### src/rtl/gec_pkg.sv
// ----------------------------------------------------------------------------
// gec_pkg
// Shared widths, reset value and the remainder-code type of the Golomb encoder.
// ----------------------------------------------------------------------------
package gec_pkg;

	localparam int DIV_W  = 11;
	localparam int VAL_W  = 11;
	localparam int CODE_W = 64;
	localparam int BC_W   = 7;
	localparam int TAIL_W = DIV_W + 1;
	localparam int TLEN_W = 4;
	localparam int IDX_W  = 6;

	localparam logic [DIV_W-1:0] DIVISOR_RST = 11'd4;

	typedef struct packed {
		logic [TAIL_W-1:0] bits;
		logic [TLEN_W-1:0] len;
	} tail_t;

endpackage

### src/rtl/gec_div.sv
// ----------------------------------------------------------------------------
// gec_div
// Restoring divider, one quotient bit per cycle, MSB first.
// ----------------------------------------------------------------------------
module gec_div import gec_pkg::*; #(
	parameter int VALUE_BITS = 11
) (
	input  logic                  clk,
	input  logic                  arst_n,
	input  logic                  start,
	input  logic [VALUE_BITS-1:0] x,
	input  logic [DIV_W-1:0]      m,
	output logic                  done,
	output logic [VALUE_BITS-1:0] quo,
	output logic [DIV_W-1:0]      rem
);

	localparam int CNT_W = $clog2(VALUE_BITS + 1);

	logic                  busy_q;
	logic                  done_q;
	logic [CNT_W-1:0]      cnt_q;
	logic [VALUE_BITS-1:0] dvd_q;
	logic [VALUE_BITS-1:0] quo_q;
	logic [DIV_W-1:0]      rem_q;
	logic [DIV_W-1:0]      m_q;
	logic [DIV_W:0]        trial;
	logic                  qbit;

	assign trial = {rem_q, dvd_q[VALUE_BITS-1]};
	assign qbit  = (trial >= {1'b0, m_q});

	always_ff @(posedge clk or negedge arst_n) begin
		if (!arst_n) begin
			busy_q <= 1'b0;
			done_q <= 1'b0;
			cnt_q  <= '0;
		end else begin
			done_q <= 1'b0;
			if (start) begin
				busy_q <= 1'b1;
				cnt_q  <= CNT_W'(VALUE_BITS);
			end else if (busy_q) begin
				cnt_q <= cnt_q - 1'b1;
				if (cnt_q == CNT_W'(1)) begin
					busy_q <= 1'b0;
					done_q <= 1'b1;
				end
			end
		end
	end

	always_ff @(posedge clk) begin
		if (start) begin
			dvd_q <= x;
			rem_q <= '0;
			m_q   <= m;
			quo_q <= '0;
		end else if (busy_q) begin
			dvd_q <= {dvd_q[VALUE_BITS-2:0], 1'b0};
			quo_q <= {quo_q[VALUE_BITS-2:0], qbit};
			if (qbit) begin
				rem_q <= DIV_W'(trial - {1'b0, m_q});
			end else begin
				rem_q <= trial[DIV_W-1:0];
			end
		end
	end

	assign done = done_q;
	assign quo  = quo_q;
	assign rem  = rem_q;

	a_done_after_busy: assert property (@(posedge clk) disable iff (!arst_n)
		done_q |-> $past(busy_q))
		else $error("divider done without a preceding busy cycle");

	a_busy_count: assert property (@(posedge clk) disable iff (!arst_n)
		busy_q |-> cnt_q != '0)
		else $error("divider busy with an exhausted step count");

	a_rem_below_divisor: assert property (@(posedge clk) disable iff (!arst_n)
		done_q |-> rem_q < m_q)
		else $error("divider remainder not below divisor");

endmodule

### src/rtl/gec_trunc.sv
// ----------------------------------------------------------------------------
// gec_trunc
// Truncated binary code of the remainder, left aligned behind the stop bit.
// ----------------------------------------------------------------------------
module gec_trunc import gec_pkg::*; (
	input  logic [DIV_W-1:0] m,
	input  logic [DIV_W-1:0] r,
	output tail_t            tail
);

	logic [DIV_W-1:0]  below;
	logic [TLEN_W-1:0] b;
	logic [DIV_W:0]    pow;
	logic [DIV_W:0]    u;
	logic [DIV_W-1:0]  code;
	logic [TLEN_W-1:0] nbits;
	logic [TLEN_W-1:0] sh;

	always_comb begin
		for (int k = 0; k < DIV_W; k++) begin
			below[k] = ({1'b0, m} > ((DIV_W + 1)'(1) << k));
		end
	end

	always_comb begin
		b   = TLEN_W'($countones(below));
		pow = (DIV_W + 1)'(1) << b;
		u   = pow - {1'b0, m};
		if ({1'b0, r} < u) begin
			code  = r;
			nbits = b - 1'b1;
		end else begin
			code  = DIV_W'({1'b0, r} + u);
			nbits = b;
		end
		sh        = TLEN_W'(DIV_W) - nbits;
		tail.bits = {1'b0, DIV_W'(code << sh)};
		tail.len  = nbits + 1'b1;
	end

endmodule

### src/rtl/gec_pack.sv
// ----------------------------------------------------------------------------
// gec_pack
// Chunk builder: fills bit by bit or in bulk ones, holds one output chunk.
// ----------------------------------------------------------------------------
module gec_pack import gec_pkg::*; #(
	parameter int VALUE_BITS = 11,
	parameter int CHUNK_BITS = 64
) (
	input  logic                  clk,
	input  logic                  arst_n,
	input  logic                  start,
	input  logic [VALUE_BITS-1:0] q,
	input  tail_t                 tail,
	output logic                  done,
	output logic                  out_valid,
	input  logic                  out_stall,
	output logic [CODE_W-1:0]     code_bits,
	output logic [BC_W-1:0]       bit_count,
	output logic                  last_chunk
);

	localparam int FILL_W = $clog2(CHUNK_BITS + 1);
	localparam int CMP_W  = ((VALUE_BITS > FILL_W) ? VALUE_BITS : FILL_W) + 1;
	localparam logic [CODE_W-1:0] BULK = ~({CODE_W{1'b1}} >> CHUNK_BITS);

	typedef enum logic [1:0] {
		P_IDLE,
		P_FILL,
		P_PUSH
	} pstate_t;

	pstate_t               state_q;
	logic [VALUE_BITS-1:0] ones_q;
	logic [TAIL_W-1:0]     tail_q;
	logic [TLEN_W-1:0]     tlen_q;
	logic [CODE_W-1:0]     chunk_q;
	logic [FILL_W-1:0]     fill_q;
	logic                  last_q;
	logic                  done_q;
	logic                  out_valid_q;
	logic [CODE_W-1:0]     code_bits_q;
	logic [BC_W-1:0]       bit_count_q;
	logic                  last_chunk_q;

	logic                  slot_free;
	logic                  load;
	logic                  bulk;
	logic                  fin;
	logic                  nbit;
	logic [IDX_W-1:0]      idx;

	assign slot_free = !out_valid_q || !out_stall;
	assign load      = (state_q == P_PUSH) && slot_free;
	assign bulk      = (fill_q == '0) && (CMP_W'(ones_q) >= CMP_W'(CHUNK_BITS));
	assign fin       = (ones_q == '0) && (tlen_q == TLEN_W'(1));
	assign nbit      = (ones_q != '0) ? 1'b1 : tail_q[TAIL_W-1];
	assign idx       = IDX_W'(CODE_W - 1) - IDX_W'(fill_q);

	always_ff @(posedge clk or negedge arst_n) begin
		if (!arst_n) begin
			state_q      <= P_IDLE;
			ones_q       <= '0;
			tail_q       <= '0;
			tlen_q       <= '0;
			chunk_q      <= '0;
			fill_q       <= '0;
			last_q       <= 1'b0;
			done_q       <= 1'b0;
			out_valid_q  <= 1'b0;
			code_bits_q  <= '0;
			bit_count_q  <= '0;
			last_chunk_q <= 1'b0;
		end else begin
			done_q      <= load && last_q;
			out_valid_q <= load || (out_valid_q && out_stall);
			unique case (state_q)
				P_IDLE: begin
					if (start) begin
						ones_q  <= q;
						tail_q  <= tail.bits;
						tlen_q  <= tail.len;
						chunk_q <= '0;
						fill_q  <= '0;
						state_q <= P_FILL;
					end
				end
				P_FILL: begin
					if (bulk) begin
						chunk_q <= BULK;
						fill_q  <= FILL_W'(CHUNK_BITS);
						ones_q  <= ones_q - VALUE_BITS'(CHUNK_BITS);
						last_q  <= 1'b0;
						state_q <= P_PUSH;
					end else begin
						chunk_q[idx] <= nbit;
						fill_q       <= fill_q + 1'b1;
						if (ones_q != '0) begin
							ones_q <= ones_q - 1'b1;
						end else begin
							tail_q <= {tail_q[TAIL_W-2:0], 1'b0};
							tlen_q <= tlen_q - 1'b1;
						end
						if (fin || fill_q == FILL_W'(CHUNK_BITS - 1)) begin
							last_q  <= fin;
							state_q <= P_PUSH;
						end
					end
				end
				P_PUSH: begin
					if (slot_free) begin
						code_bits_q  <= chunk_q;
						bit_count_q  <= BC_W'(fill_q);
						last_chunk_q <= last_q;
						chunk_q      <= '0;
						fill_q       <= '0;
						if (last_q) begin
							state_q <= P_IDLE;
						end else begin
							state_q <= P_FILL;
						end
					end
				end
				default: state_q <= P_IDLE;
			endcase
		end
	end

	assign done       = done_q;
	assign out_valid  = out_valid_q;
	assign code_bits  = code_bits_q;
	assign bit_count  = bit_count_q;
	assign last_chunk = last_chunk_q;

	a_fill_bound: assert property (@(posedge clk) disable iff (!arst_n)
		fill_q <= FILL_W'(CHUNK_BITS))
		else $error("chunk fill beyond chunk size");

	a_tail_left: assert property (@(posedge clk) disable iff (!arst_n)
		(state_q == P_FILL) |-> tlen_q != '0)
		else $error("building a chunk with no stop bit left");

	a_count_range: assert property (@(posedge clk) disable iff (!arst_n)
		out_valid_q |-> (bit_count_q != '0 && bit_count_q <= BC_W'(CHUNK_BITS)))
		else $error("output chunk bit count out of range");

endmodule

### src/rtl/golomb_encoder_unit.sv
// ----------------------------------------------------------------------------
// golomb_encoder_unit
// Golomb encoder with truncated binary remainder, chunked output.
// Each value is Golomb coded with the divisor register (zero acts as one):
// the quotient as a run of ones, a zero stop bit, then the remainder in
// truncated binary. The codeword leaves first bit first in chunks of up to
// CHUNK_BITS bits, left aligned at bit 63, with the final chunk flagged.
// One value is in flight at a time. Per value: the value is taken, the
// bit-serial divider forms VALUE_BITS quotient bits, quotient and
// remainder are handed to the chunk builder, which fills each chunk one
// codeword bit per cycle (a chunk made only of quotient ones is set at once)
// and then loads it into the output register once that is free; after the
// final chunk the unit returns to idle. The output register holds a chunk
// while the builder works on the next one. A pending divisor write is taken
// before a waiting value.
// ----------------------------------------------------------------------------
module golomb_encoder_unit import gec_pkg::*; #(
	parameter int VALUE_BITS = 11,
	parameter int CHUNK_BITS = 64
) (
	input  logic              clk,
	input  logic              arst_n,
	input  logic              cfg_valid,
	output logic              cfg_ready,
	input  logic [DIV_W-1:0]  cfg_data,
	input  logic              in_valid,
	output logic              in_stall,
	input  logic [VAL_W-1:0]  value,
	output logic              out_valid,
	input  logic              out_stall,
	output logic [CODE_W-1:0] code_bits,
	output logic [BC_W-1:0]   bit_count,
	output logic              last_chunk
);

	typedef enum logic [1:0] {
		T_IDLE,
		T_DIV,
		T_PACK
	} tstate_t;

	tstate_t               state_q;
	logic [DIV_W-1:0]      divisor_q;
	logic [DIV_W-1:0]      m_eff;
	logic                  in_xfer;
	logic                  div_done;
	logic [VALUE_BITS-1:0] quo;
	logic [DIV_W-1:0]      rem;
	tail_t                 tail;
	logic                  pack_done;

	assign m_eff     = (divisor_q == '0) ? DIV_W'(1) : divisor_q;
	assign in_stall  = (state_q != T_IDLE) || cfg_valid;
	assign cfg_ready = (state_q == T_IDLE);
	assign in_xfer   = in_valid && !in_stall;

	always_ff @(posedge clk or negedge arst_n) begin
		if (!arst_n) begin
			divisor_q <= DIVISOR_RST;
		end else if (cfg_valid && cfg_ready) begin
			divisor_q <= cfg_data;
		end
	end

	always_ff @(posedge clk or negedge arst_n) begin
		if (!arst_n) begin
			state_q <= T_IDLE;
		end else begin
			unique case (state_q)
				T_IDLE: if (in_xfer) state_q <= T_DIV;
				T_DIV:  if (div_done) state_q <= T_PACK;
				T_PACK: if (pack_done) state_q <= T_IDLE;
				default: state_q <= T_IDLE;
			endcase
		end
	end

	gec_div #(
		.VALUE_BITS(VALUE_BITS)
	) u_div (
		.clk   (clk),
		.arst_n(arst_n),
		.start (in_xfer),
		.x     (value[VALUE_BITS-1:0]),
		.m     (m_eff),
		.done  (div_done),
		.quo   (quo),
		.rem   (rem)
	);

	gec_trunc u_trunc (
		.m   (m_eff),
		.r   (rem),
		.tail(tail)
	);

	gec_pack #(
		.VALUE_BITS(VALUE_BITS),
		.CHUNK_BITS(CHUNK_BITS)
	) u_pack (
		.clk       (clk),
		.arst_n    (arst_n),
		.start     (div_done),
		.q         (quo),
		.tail      (tail),
		.done      (pack_done),
		.out_valid (out_valid),
		.out_stall (out_stall),
		.code_bits (code_bits),
		.bit_count (bit_count),
		.last_chunk(last_chunk)
	);

endmodule
### config.mk
export PLATFORM = sky130hd
export DESIGN_NAME = golomb_encoder_unit
export DESIGN_NICKNAME = d
export VERILOG_FILES = /design/src/rtl/gec_pkg.sv /design/src/rtl/gec_div.sv /design/src/rtl/gec_trunc.sv /design/src/rtl/gec_pack.sv /design/src/rtl/golomb_encoder_unit.sv
export SDC_FILE = /design/constraint.sdc
export NUM_CORES = 1
export LEC_CHECK = 0
export BUFFER_PORTS_ARGS = -buffer_cell sky130_fd_sc_hd__buf_2
export CAP_MARGIN = 15
export CORE_ASPECT_RATIO = 0.7
export CORE_MARGIN = 5
export CORE_UTILIZATION = 40
export DETAILED_ROUTE_END_ITERATION = 10
export PLACE_DENSITY_LB_ADDON = 0.08
export SYNTH_ARGS = -nofsm -noshare
export SYNTH_HDL_FRONTEND = slang
export SYNTH_SLANG_ARGS = --single-unit
### constraint.sdc
create_clock -name clk -period 12.65 [get_ports clk]
set_input_delay 0.6325 -clock clk [delete_from_list [all_inputs] [get_ports clk]]
set_output_delay 0.6325 -clock clk [all_outputs]
set_load 0.01 [all_outputs]
== Word level (Yosys, flattened, before mapping) ==
Cells that the tools add are included.

* Equality and inequality tests: 16
* Muxes and demuxes: 50
* Reductions and logical operators: 33
* Add/subtract/negate cells: 22
* Magnitude comparators: 16
* Shift operators: 2

{| class="wikitable"
|+ Operators by type and width
! operator !! count
|-
| $mux 64 || 3
|-
| $pmux 64 s3 || 1
|-
| $mux 11 || 8
|-
| $bwmux 64 || 1
|-
| $mux 12 || 3
|-
| $mux 4 || 6
|-
| $pmux 12 s2 || 1
|-
| $logic_not 11->1 || 2
|-
| $pmux 11 s2 || 1
|-
| $mux 7 || 3
|-
| $pmux 7 s3 || 1
|-
| $add 4x4->4 || 4
|-
| $mux 2 || 7
|-
| $ge 12x11->1 || 1
|-
| $lt 11x12->1 || 1
|-
| $pmux 2 s3 || 2
|-
| $reduce_and 3->1 || 4
|-
| $shl 1x4->12 const A || 1
|-
| $sub 12x11->12 || 1
|-
| $sub 4x1->4 const B || 3
|-
| $add 11x11->11 || 1
|-
| $ge 11x7->1 const B || 1
|-
| $gt 11x1->1 const B || 1
|-
| $gt 11x10->1 const B || 1
|-
| 41 further kinds || 81
|}

* Bits in registers: 238
* Output and inout bits: 75
* Word-level logic and storage cells: 160
* Input port bits: 27

== Logic depth before layout (Yosys ltp) ==
Gate-level depths: netlist of run 1.

* Word-level depth: 15
* Mapped depth: 42
* Mapped depth without buffers: 40

== Cells and area by module ==
Synthesis of run 1 repeated with hierarchy kept, for this count alone.

* Cells, all modules: 1434
* Area, all modules: 13949.6 µm²

{| class="wikitable"
|+ Modules (own cells, without submodules)
! module !! times used !! cells an instance !! area each (µm²) !! sequential area each (µm²)
|-
| gec_pack || 1 || 814 || 8355.5 || 4379.2
|-
| gec_div || 1 || 240 || 2553.7 || 1251.2
|-
| gec_trunc || 1 || 331 || 2443.6 || 0.0
|-
| golomb_encoder_unit || 1 || 49 || 596.8 || 326.6
|}

== Worst setup path after synthesis of run 1 ==
OpenSTA, ideal clock, no wires.

* Path kind: flip-flop to flip-flop
* Start: register divisor_q[6]
* End: register u_pack.tail_q[4]
* Period minus slack after synthesis: 8431 ps
* Cell stages (with the launch flop): 42
* Buffers on the path: 3
* Required time: 12519 ps
* Setup slack: 4219 ps
* Setup time: 131 ps
* Arrival time: 8300 ps
* Cell sequence: dfrtp_1 > inv_1 > nand4_1 > nor4_1 > nand2b_1 > or3_1 > nand2_1 > nand2_1 > ha_1 > fa_1 > fa_1 > inv_1 > fa_1 > inv_1 > ha_1 > inv_1 > fa_1 > clkbuf_1 > [... 6 more ...] > o21bai_1 > a21oi_1 > o21bai_1 > a21oi_1 > o21bai_1 > a21oi_1 > xor2_1 > ha_1 > inv_1 > o31a_2 > or3_4 > and2_4 > or2_4 > buf_6 > a32o_1 > buf_2 > a221oi_1 > nor3_1

* Word-level cells in the longest chain between the ends: 15
* Elaborated cells on any way between the ends: 34
* Those cells by class: add/sub: 14; order compare: 12; shift: 2; mux: 5; reduce/logical: 1

{| class="wikitable"
|+ Ends and longest elaborated chain
! element !! RTL line !! RTL
|-
| start, declared || golomb_encoder_unit.sv:43 || <nowiki>logic [DIV_W-1:0] divisor_q;</nowiki>
|-
| start signal, assigned || golomb_encoder_unit.sv:61 || <nowiki>divisor_q <= cfg_data;</nowiki>
|-
| $logic_not 11->1 || golomb_encoder_unit.sv:52 || <nowiki>assign m_eff = (divisor_q == '0) ? DIV_W'(1) : divisor_q;</nowiki>
|-
| $mux 11 (*) || golomb_encoder_unit.sv:52 ||
|-
| $gt 11x1->1 (tied with other cells) || gec_trunc.sv:21 || <nowiki>below[k] = ({1'b0, m} > ((DIV_W + 1)'(1) << k));</nowiki>
|-
| $add 1x1->2 (implied by the code) || gec_trunc.sv:26 || <nowiki>b = TLEN_W'($countones(below));</nowiki>
|-
| $add 4x4->4 (implied by the code) (3 in series) || gec_trunc.sv:26 ||
|-
| $shl 1x4->12 || gec_trunc.sv:27 || <nowiki>pow = (DIV_W + 1)'(1) << b;</nowiki>
|-
| $sub 12x11->12 || gec_trunc.sv:28 || <nowiki>u = pow - {1'b0, m};</nowiki>
|-
| $lt 11x12->1 || gec_trunc.sv:29 || <nowiki>if ({1'b0, r} < u) begin</nowiki>
|-
| $mux 4 || gec_trunc.sv:29 ||
|-
| $sub 4x4->4 || gec_trunc.sv:36 || <nowiki>sh = TLEN_W'(DIV_W) - nbits;</nowiki>
|-
| $shl 11x4->11 (*) || gec_trunc.sv:37 || <nowiki>tail.bits = {1'b0, DIV_W'(code << sh)};</nowiki>
|-
| $mux 12 (*) || gec_pack.sv:78 || <nowiki>if (start) begin</nowiki>
|-
| $pmux 12 s2 (*) || gec_pack.sv:76 || <nowiki>unique case (state_q)</nowiki>
|-
| end signal, assigned || gec_pack.sv:80 || <nowiki>tail_q <= tail.bits;</nowiki>
|-
| end signal, assigned || gec_pack.sv:100 || <nowiki>tail_q <= {tail_q[TAIL_W-2:0], 1'b0};</nowiki>
|-
| end, declared || gec_pack.sv:34 || <nowiki>logic [TAIL_W-1:0] tail_q;</nowiki>
|}

Mark *: on every way between the ends. The rest lies on a longest branch, timed or not. The select of a mux whose other input is x is not followed.
A chain may end at the register's enable or synchronous reset.

== Worst setup path in the final report of run 1 ==
* Start: register divisor_q[4]
* End: register u_pack.tail_q[9]

Same word-level chain as after synthesis.

==> metrics, run 1 <==
status completed; total negative setup slack 0 ns; Skew-Pair Late Insertion Delay about 0.54 ns; Via Count 11.4k; startpoint class of the critical path flop; RR Endpoint u_pack.tail_q[9]; Clock Skew 0.0145 ns; library cell used as clock root buffer clkbuf_16; wire length of the first global-routing pass 61500 um; fraction of post-synthesis cell area in the top cell type by area 0.358; count of routing violations after the opening detailed-route iteration 1008; Tmin final around 9.9 ns; Slowest-stage cell, CP ha_1; relative slew slack 0.282; crit path launch divisor_q[4]; Crit path required time roughly 13 ns; Warnings, synthesis 0; global route total overflow 0; number of vias per cell after detailed routing 5.60; Clock Sink Count between 200 and 250; GRT Overall Usage 0.202; sequential share of the synthesized area 0.441; maximum number of buffers from clock root to sink 3; Final setup violation count 0; class of the tightest hold or removal check input port to async pin; clock-pin slew of the registers on the worst-case setup and hold paths roughly 0.070 ns; post-CTS setup repair buffer count 0; FF-to-FF Start divisor_q[4]; Area Overhead vs Synth 12.5%; cell with the most instances after synthesis nand2_1; placeable core region between 0.03 and 0.04 mm^2; Max Slew Vio Count 0; Filler Cell Count 3320; Critical Path End u_pack.tail_q[9]; CTS Buf Count 26; number of distinct library cells after synthesis 90; half-perimeter wire length after placement 27300 um; per-instance average area after synthesis between 8 and 9 um^2; Resize count post-CTS 0; Layout Nets 1681; number of buffer cells added on primary ports 101; period utilization 0.782; top post-synthesis cells by count nand2_1, dfrtp_1, o21ai_0, a21oi_1, nor2_1; die height between 150 and 200 um; TritonCTS clock tree done; die outline area 0.0376 mm^2; count of final hold-check violations 0; number of enable flip-flop cells after synthesis 22; count of boundary I/O pins 102; nets in the synthesized netlist 1628; largest net degree at the start of global routing roughly 80; Initial DRT Pass Iterations 5; RSZ-0062 raised after global routing no; hold buffers post-CTS 0; achievable frequency between 100 and 150 MHz; Crit path top cell by count inv_1; max incr delay on CP approximately 0.79 ns; kind of critical path flop to flop; slew at the pin closest to its max-slew limit between 1 and 1.5 ns; post-route antenna net violation count 0; signal arrival time at the worst endpoint approximately 10 ns; wire length per cell after detailed routing between 15 and 20 um; library cell occupying the most area in the post-synthesis netlist dfrtp_1; initial core utilization 0.404; number of antenna violations at the first check in global routing 0; main area contributors after synthesis dfrtp_1, nand2_1, ha_1, o21ai_0, edfxtp_1; count of standard-cell rows 56; async set or reset register ratio after synthesis 0.815; via count of the first global-routing pass 10.8k; flip-flop and latch count after synthesis roughly 240; dominant synthesized flop cell dfrtp_1; number of antenna cells inserted 0; DRC errors left 0; total wire length between 30000 and 40000 um; category of the worst setup path capture point flop; fraction of layout cells with a size suffix above 1 0.132; post-synthesis cell count 1524; die width roughly 230 um; weighted congestion at the end of routability-driven global placement 0.949; number of cells traversed by the worst register-to-register path 37; level count of the clock H-tree 1; Cell Area, Synth around 0.014 mm^2; number of max-cap violations 0; biggest fanout along the worst timing path 22; flop2flop setup slack 2.75 ns
flip-flops by register name, indices dropped and copies added (netlist names):
name	count
u_div.busy_q	1
u_pack.ones_q	11
u_pack.bit_count	7
u_div.rem	11
u_pack.state_q	2
u_div.cnt_q	4
u_div.m_q	11
u_div.quo	11
u_div.dvd_q	11
u_pack.fill_q	7
u_pack.done	1
u_pack.tail_q	12
state_q	2
u_pack.last_chunk	1
u_pack.chunk_q	64
u_pack.code_bits	64
u_pack.out_valid	1
divisor_q	11
u_pack.tlen_q	4
u_div.done	1
u_pack.last_q	1
worst min-delay path by stage:
stage | start | depth (start not counted) | endpoint
CTS | arst_n | 1 | divisor_q[5]
finish | arst_n | 1 | divisor_q[1]
floorplan | arst_n | 0 | divisor_q[0]
global route | arst_n | 1 | divisor_q[1]
global placement | u_pack.code_bits[35] | 2 | u_pack.code_bits[35]
detailed placement | u_pack.chunk_q[19] | 2 | u_pack.code_bits[19]
logic make-up (layout without fill, tap and decap cells):
family | count (synthesis) | count (layout) | synth area share
AO/OA/AOI/OAI | 412 | 412 | 0.196
multiplexers | 27 | 27 | 0.0253
buffers and inverters | 179 | 250 | 0.0535
XOR/XNOR | 33 | 33 | 0.0245
AND/OR/NAND/NOR | 558 | 558 | 0.184
flip-flops | 238 | 238 | 0.441
adder cells (fa/ha/maj) | 77 | 77 | 0.0763
critical path: cells and delay by family, from the launching register on:
kind,cells,cell delay (ns)
AOI/OAI and AO/OA,13,2.42
xor gates and xnor gates,1,0.11
adders and majority gates,8,3.35
buffers and inverters,6,0.86
DFF,1,0.42
muxes,1,0.43
and+or+nand+nor,8,2.20
cell usage in the layout (no fill, tap or decap), types with 10 or more instances in the layout:
master       n
inv_1       82
buf_4       18
dfxtp_1     22
buf_2      100
edfxtp_1    22
o21ai_0    136
a31oi_1     11
mux2i_1     18
nand3_1     26
dfrtp_1    193
ha_1        68
o221ai_1    28
nor2_1      87
nor3_1      31
clkbuf_16   27
nand2b_1    16
xor2_1      11
or3_1       11
a21oi_1     90
xnor2_1     18
o211ai_1    44
nand2_1    314
a21o_1      10
layer usage:
layer	up-vias	global-route usage	part of all wire
met1	5573	0.345	0.55
met4	0	0.0350	0.013
li1	5436	-	-
met3	37	0.0404	0.068
met5	-	0	0
met2	317	0.256	0.37
area by class of cell:
cell class                 count  area [um^2]  share of cell area
clock buffer                  36          719              0.0474
tap                          435          544              0.0358
timing repair buffer         120          661              0.0435
sequential                   238         5960               0.392
inverter                      84          315              0.0208
clock inverter                10          134             0.00881
multi-input combinational   1107         6860               0.452
stage by stage:
| step | hold slack (ns) | std cells | utilization | setup WS (ns) | instance area [um^2] |
|---|---|---|---|---|---|
| floorplan | 0.337 | 1524 | - | 4.22 | 13500 |
| global placement | 0.453 | 1983 | 0.429 | 3.09 | 14300 |
| detailed placement | 0.454 | 1983 | 0.429 | 2.90 | 14300 |
| CTS | 0.0502 | 2029 | 0.454 | 2.83 | 15200 |
| global route | 0.0832 | 2030 | 0.454 | 1.89 | 15200 |
| finish | 0.0506 | 2030 | 0.454 | 2.75 | 15200 |
Power of run 1 is left out: the tool's default activity adds up to more than one toggle a clock period on the data nets, which glitch-free logic cannot reach.
==> run 2: changes to the inputs <==
- ABC_AREA: not set -> 1
- clock period: 12.65 -> 8.5 ns (I/O delays scaled with it)
==> run 2 against run 1 <==
Synthesized area is essentially flat. Non-clock buffer count grew 6. Global-route usage decreased by 0.85 points. Via count rose by 0.52%. First-iteration DRC count up 11%. Core utilization rose by 0.54 points. Synthesized cell count rose by 9.3%. Design area up 1.2%. Setup slack got worse by 2.2 ns. Maximum frequency grew 25%. Critical endpoint is now u_pack.tail_q[10]. Largest cell class unchanged. Highest routed layer unchanged.
==> metrics, run 2 <==
status completed (unchanged); count of boundary I/O pins 102 (unchanged); initial core utilization 0.404 (about the same); power spent charging and discharging nets 2630 uW; largest net degree at the start of global routing 73 (was 79); flip-flop and latch count after synthesis 238 (unchanged); WHS Path Cells 3; nets in the synthesized netlist 1769 (was 1628); Area Overhead vs Synth 13.9% (was 12.5%); commonest non-fill, non-tap cell in the layout nand2_1 (unchanged); number of vias per cell after detailed routing 5.19 (was 5.60); fraction of layout cells with a size suffix above 1 0.125 (was 0.132); die height 164 um (about the same); achievable frequency 126 MHz (was 101 MHz); post-route antenna net violation count 0 (unchanged); number of antenna cells inserted 0 (unchanged); sequential cell fraction of total power 0.318; Slowest-stage cell, CP fa_1 (was ha_1); main area contributors after synthesis dfrtp_1, nand2_1, ha_1, edfxtp_1, inv_1 (was dfrtp_1, nand2_1, ha_1, o21ai_0, edfxtp_1); number of cells traversed by the worst register-to-register path 53 (was 37); TritonCTS clock tree done (unchanged); dominant synthesized flop cell dfrtp_1 (unchanged); top post-synthesis cells by count nand2_1, dfrtp_1, inv_1, nor2_1, o21ai_0 (was nand2_1, dfrtp_1, o21ai_0, a21oi_1, nor2_1); count of standard-cell rows 56 (unchanged); die outline area 0.0376 mm^2 (about the same); Tmin final 7.94 ns (was 9.90 ns); signal arrival time at the worst endpoint 8.36 ns (was 10.35 ns); category of the worst setup path capture point flop (unchanged); post-synthesis cell count 1665 (was 1524); sequential share of the synthesized area 0.441 (about the same); startpoint class of the critical path flop (unchanged); half-perimeter wire length after placement 25500 um (was 27300 um); combinational cell fraction of total power 0.494; global route total overflow 0 (unchanged); number of enable flip-flop cells after synthesis 22 (unchanged); per-instance average area after synthesis 8.10 um^2 (was 8.86 um^2); Warnings, synthesis 0 (unchanged); number of distinct library cells after synthesis 58 (was 90); commonest cells after routing, fill and taps aside nand2_1, dfrtp_1, inv_1 (was nand2_1, dfrtp_1, o21ai_0); async set or reset register ratio after synthesis 0.815 (unchanged); Crit path top cell by count nand2_1 (was inv_1); relative slew slack 0.349 (was 0.282); number of antenna violations at the first check in global routing 0 (unchanged); via count of the first global-routing pass 11.0k (was 10.8k); level count of the clock H-tree 1 (unchanged); kind of critical path flop to flop (unchanged); Skew-Pair Late Insertion Delay 0.54 ns (about the same); total internal power between 3000 and 4000 uW; fraction of post-synthesis cell area in the top cell type by area 0.358 (about the same); Max Slew Vio Count 0 (unchanged); leakage power of the design 0.00753 uW; library cell occupying the most area in the post-synthesis netlist dfrtp_1 (unchanged); GRT Overall Usage 0.193 (was 0.202); Clock Sink Count 238 (unchanged); class of the tightest hold or removal check input port to flop (was input port to async pin); clock-pin slew of the registers on the worst-case setup and hold paths 0.06 ns (was 0.07 ns); cell with the most instances after synthesis nand2_1 (unchanged); flop2flop setup slack 0.56 ns (was 2.75 ns); Cell Area, Synth 0.0135 mm^2 (about the same); maximum number of buffers from clock root to sink 3 (unchanged); Layout Nets 1849 (was 1681); Initial DRT Pass Iterations 5 (unchanged); total wire length 36900 um (was 38400 um); wire length of the first global-routing pass 59800 um (was 61500 um); slew at the pin closest to its max-slew limit 0.970 ns (was 1.07 ns); switching power share of the total 0.446; number of buffer cells added on primary ports 101 (unchanged); count of routing violations after the opening detailed-route iteration 1119 (was 1008); sum of internal, switching and leakage power approximately 5900 uW; worst hold endpoint divisor_q[0]; portion of total power attributed to the clock network 0.189; FF-to-FF Start divisor_q[10] (was divisor_q[4]); weighted congestion at the end of routability-driven global placement 0.881 (was 0.949); die width 230 um (about the same); biggest fanout along the worst timing path 18 (was 22); period utilization 0.934 (was 0.782); DRC errors left 0 (unchanged); utilization of the core after routing 0.460 (was 0.454); placeable core region 0.0334 mm^2 (unchanged); Worst IR Drop VDD roughly 0.0002 V; max incr delay on CP 0.48 ns (was 0.79 ns); library cell used as clock root buffer clkbuf_16 (unchanged); CTS Buf Count 26 (unchanged); Crit path required time 8.93 ns (was 13.10 ns); RR Endpoint u_pack.tail_q[10] (was u_pack.tail_q[9]); Via Count 11.4k (about the same); Worst Hold Launch cfg_data[0]; count of final hold-check violations 0 (unchanged); power per unit of standard cell area ~380 mW/mm^2; Clock Skew 0.0113 ns (was 0.0145 ns); number of max-cap violations 0 (unchanged); wire length per cell after detailed routing 16.8 um (was 18.9 um); Final setup violation count 0 (unchanged)
-- run 2: cell count changes after synthesis, sizes merged, moves of 43 or more --
cell and delta:
o211ai -43, a221o +63, nand3 +60, nor2 +65, nand2 +120, inv +105
-- run 2: repair_timing --
action / CTS / global route
hold buffers: 1 / 0
endpoints found under the hold margin: 70 / 0
buffers inserted: 0 / 9
gates resized for setup: 0 / 26
setup endpoints to repair: 0 / 15
-- run 2: area by class of cell --
class                   instances  area [um^2]
clock buffers                  44          820
flip-flops and latches        238         5960
well taps                     435          544
multi-input cells            1162         6580
fillers                      3344        18100
repair buffers                126          717
clock inverters                 3         20.0
inverters                     191          727
-- run 2: worst max-delay path by stage --
stage,cells after the start,endpoint,slack [ns],startpoint
after global placement,52,u_pack.tail_q[10],0.30,divisor_q[9]
after CTS,52,u_pack.tail_q[10],0.01,divisor_q[9]
after global routing,56,u_pack.tail_q[9],-0.10,divisor_q[10]
final,53,u_pack.tail_q[10],0.56,divisor_q[10]
after detailed placement,52,u_pack.tail_q[10],0.06,divisor_q[9]
after floorplan,53,u_pack.tail_q[9],1.06,divisor_q[9]
-- run 2: power by group through the flow --
stage	registers [uW]	logic [uW]	clock network (uW)
after floorplan	1860	2080	0
after global placement	1880	2820	0
after detailed placement	1880	2830	0
after CTS	1870	2840	1150
after global routing	1920	3300	1190
final	1870	2910	1110
-- run 2: per-layer routing --
metal	routed length [um]	global-route usage	vias to the layer above
met5	0	0	-
met4	416	0.0279	0
met3	2510	0.0441	28
met2	14100	0.261	263
met1	19800	0.315	5436
li1	-	-	5695
-- run 2: per-stage QoR --
stage / TNS, ns / cells / hold WS [ns] / cell area (um^2) / setup WS (ns)
floorplan: 0 / 1665 / 0.129 / 13500 / 1.06
global placement: 0 / 2141 / 0.419 / 14300 / 0.296
detailed placement: 0 / 2141 / 0.419 / 14300 / 0.0556
CTS: 0 / 2189 / 0.111 / 15200 / 0.0126
global route: -0.520 / 2199 / 0.115 / 15400 / -0.102
finish: 0 / 2199 / 0.134 / 15400 / 0.561
-- run 2: critical path, delay by kind of cell, from the launching register on --
family	cells	cell delay, ns
fa+ha+maj	9	3.03
simple gates	27	2.49
buf+inv	10	0.76
xor+xnor	2	0.42
flops	1	0.43
compound gates	5	0.68
-- run 2: logic make-up (layout without fill, tap and decap cells) --
| logic type | Yosys count | after routing | share of synthesized area |
|---|---|---|---|
| AND/OR/NAND/NOR | 727 | 727 | 0.223 |
| AO/OA/AOI/OAI | 319 | 319 | 0.153 |
| buffers and inverters | 265 | 364 | 0.0793 |
| flip-flops | 238 | 238 | 0.441 |
| adder cells (fa/ha/maj) | 77 | 77 | 0.0764 |
| XOR/XNOR | 36 | 36 | 0.0239 |
| multiplexers | 3 | 3 | 0.00250 |
No activity file was read; power rests on OpenSTA's default activity.
